<file path="src/rtl/core/bbl_pkg.sv">
// Shared constants, types and the reciprocal table of the 3x3 box blur.
package bbl_pkg;

   localparam int MAX_WIDTH   = 1024;
   localparam int MAX_HEIGHT  = 4096;
   localparam int COL_W       = $clog2(MAX_WIDTH);
   localparam int ROW_W       = $clog2(MAX_HEIGHT);
   localparam int POS_ROW_W   = $clog2(MAX_HEIGHT + 2);
   localparam int FW_W        = 11;
   localparam int FH_W        = 13;
   localparam int CSR_DATA_W  = 13;
   localparam int CSR_INDEX_W = 1;

   localparam logic [FW_W-1:0] FRAME_WIDTH_RESET  = 11'd640;
   localparam logic [FH_W-1:0] FRAME_HEIGHT_RESET = 13'd480;
   localparam logic [FW_W-1:0] FRAME_WIDTH_MAX    = FW_W'(MAX_WIDTH);
   localparam logic [FH_W-1:0] FRAME_HEIGHT_MAX   = FH_W'(MAX_HEIGHT);

   localparam logic [CSR_INDEX_W-1:0] CSR_FRAME_WIDTH  = 1'b0;
   localparam logic [CSR_INDEX_W-1:0] CSR_FRAME_HEIGHT = 1'b1;

   localparam logic OP_PIXEL = 1'b0;
   localparam logic OP_DRAIN = 1'b1;

   localparam int CHAN_W      = 8;
   localparam int SUM_W       = 12;
   localparam int COUNT_W     = 4;
   localparam int DIVIDEND_W  = 13;
   localparam int RECIP_W     = 18;
   localparam int RECIP_SHIFT = 18;
   localparam int PROD_W      = DIVIDEND_W + RECIP_W;

   typedef struct packed {
      logic [CHAN_W-1:0] red;
      logic [CHAN_W-1:0] green;
      logic [CHAN_W-1:0] blue;
   } rgb_type;

   // Index order is [column: 0 oldest][row: 0 top].
   typedef rgb_type [2:0][2:0] window_type;

   typedef struct packed {
      logic [2:0] col_ok;
      logic [2:0] row_ok;
   } mask_type;

   typedef struct packed {
      logic             rd_en;
      logic [COL_W-1:0] rd_addr;
      logic             wr_en;
      logic [COL_W-1:0] wr_addr;
      rgb_type          wr_pixel;
   } ls_cmd_type;

   typedef enum logic [1:0] {
      ST_IDLE,
      ST_UPDATE,
      ST_SUM,
      ST_MUL
   } state_type;

   // Rounded mean: floor(n * ceil(2^18 / (2 * count)) / 2^18) with n = 2 * sum + count.
   // The error term stays below 2^18 for every reachable dividend, so the quotient is exact.
   function automatic logic [RECIP_W-1:0] mean_recip(input logic [COUNT_W-1:0] count);
      logic [RECIP_W-1:0] recip;
      case (count)
         4'd1:    recip = 18'd131072;
         4'd2:    recip = 18'd65536;
         4'd3:    recip = 18'd43691;
         4'd4:    recip = 18'd32768;
         4'd6:    recip = 18'd21846;
         4'd9:    recip = 18'd14564;
         default: recip = 18'd0;
      endcase
      return recip;
   endfunction

endpackage

</file>
<file path="src/rtl/core/bbl_mean.sv">
// Masked window sums per channel, then a rounded mean by reciprocal multiplication.
module bbl_mean (
   input  logic                clock,
   input  logic                load,
   input  bbl_pkg::window_type window,
   input  bbl_pkg::mask_type   mask,
   output bbl_pkg::rgb_type    mean
);

   logic [bbl_pkg::SUM_W-1:0]      sum_red;
   logic [bbl_pkg::SUM_W-1:0]      sum_green;
   logic [bbl_pkg::SUM_W-1:0]      sum_blue;
   logic [bbl_pkg::COUNT_W-1:0]    count;
   logic [bbl_pkg::SUM_W-1:0]      sum_red_ff;
   logic [bbl_pkg::SUM_W-1:0]      sum_green_ff;
   logic [bbl_pkg::SUM_W-1:0]      sum_blue_ff;
   logic [bbl_pkg::COUNT_W-1:0]    count_ff;
   logic [bbl_pkg::RECIP_W-1:0]    recip_ff;
   logic [bbl_pkg::DIVIDEND_W-1:0] num_red;
   logic [bbl_pkg::DIVIDEND_W-1:0] num_green;
   logic [bbl_pkg::DIVIDEND_W-1:0] num_blue;
   logic [bbl_pkg::PROD_W-1:0]     prod_red;
   logic [bbl_pkg::PROD_W-1:0]     prod_green;
   logic [bbl_pkg::PROD_W-1:0]     prod_blue;

   always_comb begin
      sum_red   = '0;
      sum_green = '0;
      sum_blue  = '0;
      count     = '0;
      for (int c = 0; c < 3; c++) begin
         for (int r = 0; r < 3; r++) begin
            if (mask.col_ok[c] && mask.row_ok[r]) begin
               sum_red   = sum_red + bbl_pkg::SUM_W'(window[c][r].red);
               sum_green = sum_green + bbl_pkg::SUM_W'(window[c][r].green);
               sum_blue  = sum_blue + bbl_pkg::SUM_W'(window[c][r].blue);
               count     = count + 1'b1;
            end
         end
      end
   end

   always_ff @(posedge clock) begin
      if (load) begin
         sum_red_ff   <= sum_red;
         sum_green_ff <= sum_green;
         sum_blue_ff  <= sum_blue;
         count_ff     <= count;
         recip_ff     <= bbl_pkg::mean_recip(count);
      end
   end

   always_comb begin
      num_red    = {sum_red_ff, 1'b0} + bbl_pkg::DIVIDEND_W'(count_ff);
      num_green  = {sum_green_ff, 1'b0} + bbl_pkg::DIVIDEND_W'(count_ff);
      num_blue   = {sum_blue_ff, 1'b0} + bbl_pkg::DIVIDEND_W'(count_ff);
      prod_red   = bbl_pkg::PROD_W'(num_red) * bbl_pkg::PROD_W'(recip_ff);
      prod_green = bbl_pkg::PROD_W'(num_green) * bbl_pkg::PROD_W'(recip_ff);
      prod_blue  = bbl_pkg::PROD_W'(num_blue) * bbl_pkg::PROD_W'(recip_ff);
      mean.red   = prod_red[bbl_pkg::RECIP_SHIFT +: bbl_pkg::CHAN_W];
      mean.green = prod_green[bbl_pkg::RECIP_SHIFT +: bbl_pkg::CHAN_W];
      mean.blue  = prod_blue[bbl_pkg::RECIP_SHIFT +: bbl_pkg::CHAN_W];
   end

endmodule

</file>
<file path="config.mk">
export PLATFORM = sky130hd
export DESIGN_NAME = bbl_mean
export DESIGN_NICKNAME = d
export VERILOG_FILES = /design/src/rtl/core/bbl_pkg.sv /design/src/rtl/core/bbl_mean.sv
export SDC_FILE = /design/constraint.sdc
export NUM_CORES = 2
export LEC_CHECK = 0
export BUFFER_PORTS_ARGS = -buffer_cell sky130_fd_sc_hd__clkbuf_2
export CAP_MARGIN = 20
export CORE_MARGIN = 2
export CORE_UTILIZATION = 60
export DETAILED_ROUTE_END_ITERATION = 10
export PLACE_DENSITY = 0.8
export SYNTH_ARGS = -nofsm -noshare
export SYNTH_HDL_FRONTEND = slang
export SYNTH_SLANG_ARGS = --single-unit
</file>
<file path="constraint.sdc">
create_clock -name clock -period 10.3 [get_ports clock]
set_clock_uncertainty 0.1 [all_clocks]
set_input_delay 0.515 -clock clock [delete_from_list [all_inputs] [get_ports clock]]
set_output_delay 0.515 -clock clock [all_outputs]
set_load 0.05 [all_outputs]
</file>
==> results.cfg <==
[worst_setup_path]
cp_slowest_cell = fa_1
cp.required_ns = 10.24
crit_path_max_fanout = 15
critPathArrivalTime_ns = 9.56
worstSetupPathType = in2reg
end_kind = flop
critPathMaxStageDelay_ns = 0.40
crit_top_cell = ha_1
start_kind = input port

[drt]
postRouteAntennaNets = 0
route.detailed.drc = 0
drt-pass1-iter-count = 6
wl_um = 74800
wl_per_cell_um = 17.5
vias = 23800
routed_via_density = 5.58
dr.first_iter.drc_count = 1460

[global_route]
grt_pass1_wl_um = 122000
gr-total-overflow = 0
grt_max_degree = 49
grt_pass1_vias = 24500
grt_antenna_before_repair = 17
grt_usage = 0.303

[synthesis]
synth_top_area_frac = 0.321
ys_seq_area_frac = 0.0488
synthAdderAreaFrac = 0.476
synth_area_um2 = 29500
synth_cells = 3392
synth.most_common_cell = inv_1
ys.flop_type = edfxtp_1
synth_top_area_cell = fa_1
synth_commonest_cells = 634 x inv_1, 474 x fa_1, 365 x ha_1, 208 x nand2_1, 188 x a21oi_1
synthTopCellsByArea = fa_1 32%, ha_1 15%, inv_1 8.1%
synth_top_family_by_area = adder cells
async_reset_ff_frac = 0
synthSimpleGateAreaFrac = 0.145
synth_xor_area_frac = 0.0715
postSynthAreaPerCell_um2 = 8.71
ys_ff_latch = 48
synth_compound_area_frac = 0.143
syn-num-nets = 4455
ys_types = 81
muxShareOfSynthArea = 0.0250
synth_edf_count = 48
yosysWarnings = 0

[timing]
worstMarginPinSlew_ns = 1.02
rsz0062_at_grt = no
finalSetupTns_ns = 0
period_needed_ns = 9.62
max_slew_margin = 0.317
finalSetupViolCount = 0
fmax_mhz = 104
hold_viol = 0
period_share = 0.934
slew_violations = 0

[floorplanning]
dieArea_um2 = 51000
die_h_um = 226
fp.dieW_um = 226
io_pins = 248
rows = 81
initial_core_util = 0.606
coreArea_um2 = 48700

[clock_tree]
cts_max_path_buffers = 2
path_clk_slew_ns = 0.06
root_buffer = clkbuf_16
clock_sinks = 48
htree_levels = 2
cts_tree = built
cts_setup_buffers = 0
numCtsBuffers = 5

[finish]
drive_gt1_frac = 0.105
fin_nets = 4654
area_growth_pct = 7.33

[place]
dp_hpwl_um = 65500
port_buffers = 247
gp_congestion = 0.950

[job]
maxCapViolCount = 0

[worst_hold_path]
hold_class = in2reg

[run_status]
status = finished clean
[worst max-delay path, delay by kind of cell]
| family | cells | cell delay, ns |
|---|---|---|
| AND/OR/NAND/NOR | 7 | 1.03 |
| adder cells (fa/ha/maj) | 10 | 3.30 |
| buffers and inverters | 4 | 0.42 |
| AO/OA/AOI/OAI | 25 | 3.94 |
| multiplexers | 1 | 0.30 |
| XOR/XNOR | 1 | 0.07 |
[path summary, 6_finish.rpt]
| kind | startpoint | slack [ns] | cells after the start | to |
|---|---|---|---|---|
| max | mask[0] | 0.68 | 48 | sum_red_ff[11]$_DFFE_PP_ |
| min | window[192] | 0.55 | 3 | sum_blue_ff[0]$_DFFE_PP_ |
[cells in the final DEF (no fill, tap or decap), types with 48 or more instances in the layout]
| cell type | count |
|---|---|
| xor2_1 | 64 |
| mux2_2 | 53 |
| clkbuf_2 | 247 |
| and2_1 | 124 |
| fa_1 | 474 |
| o21ai_0 | 144 |
| nor2b_1 | 145 |
| ha_1 | 365 |
| nand2_1 | 208 |
| inv_1 | 634 |
| xnor2_1 | 147 |
| edfxtp_1 | 48 |
| a21o_1 | 66 |
| nor2_1 | 177 |
| a21oi_1 | 184 |
[area by class of cell]
type	instances	area, um^2
flip-flops and latches	48	1440
clock inverters	2	60.1
well taps	664	831
repair buffers	271	1420
clock buffers	5	125
inverters	634	2380
diodes	10	25.0
fillers	4031	17100
multi-input cells	2631	25400
[cell families after synthesis]
family	Yosys count
and+or+nand+nor	844
adders and majority gates	840
buffers and inverters	713
AOI/OAI and AO/OA	656
xor gates and xnor gates	224
muxes	67
DFF	48
[state kept, by name (all words and copies together) (netlist names)]
register,cells
count_ff,4
recip_ff,8
sum_blue_ff,12
sum_green_ff,12
sum_red_ff,12
[per-layer routing]
layer / global-route usage / part of all wire
met3: 0.0477 / 0.064
met4: 0.0923 / 0.034
met2: 0.528 / 0.48
met5: 0 / 0.00094
met1: 0.387 / 0.42
[stage by stage]
stage | setup WS [ns] | hold WS (ns) | cells | area (um^2) | utilization
2_1_floorplan | 0.818 | 0.527 | 3392 | 29500 | -
3_5_place_dp | 0.356 | 0.851 | 4248 | 31500 | 0.646
4_1_cts | 0.642 | 0.552 | 4255 | 31700 | 0.649
6_report | 0.676 | 0.549 | 4265 | 31700 | 0.650
5_1_grt | 0.00222 | 0.566 | 4258 | 31700 | 0.650
3_3_place_gp | 0.624 | 0.846 | 4248 | 31500 | 0.646
[repair_timing]
action                                 CTS  global route
hold buffers                             0             0
endpoints found under the hold margin    0             0
resized for setup                        0            12
setup endpoints to repair                0             7
Power is not shown: default switching activity piles up to over one toggle a cycle in this logic, so the estimate is an artifact.
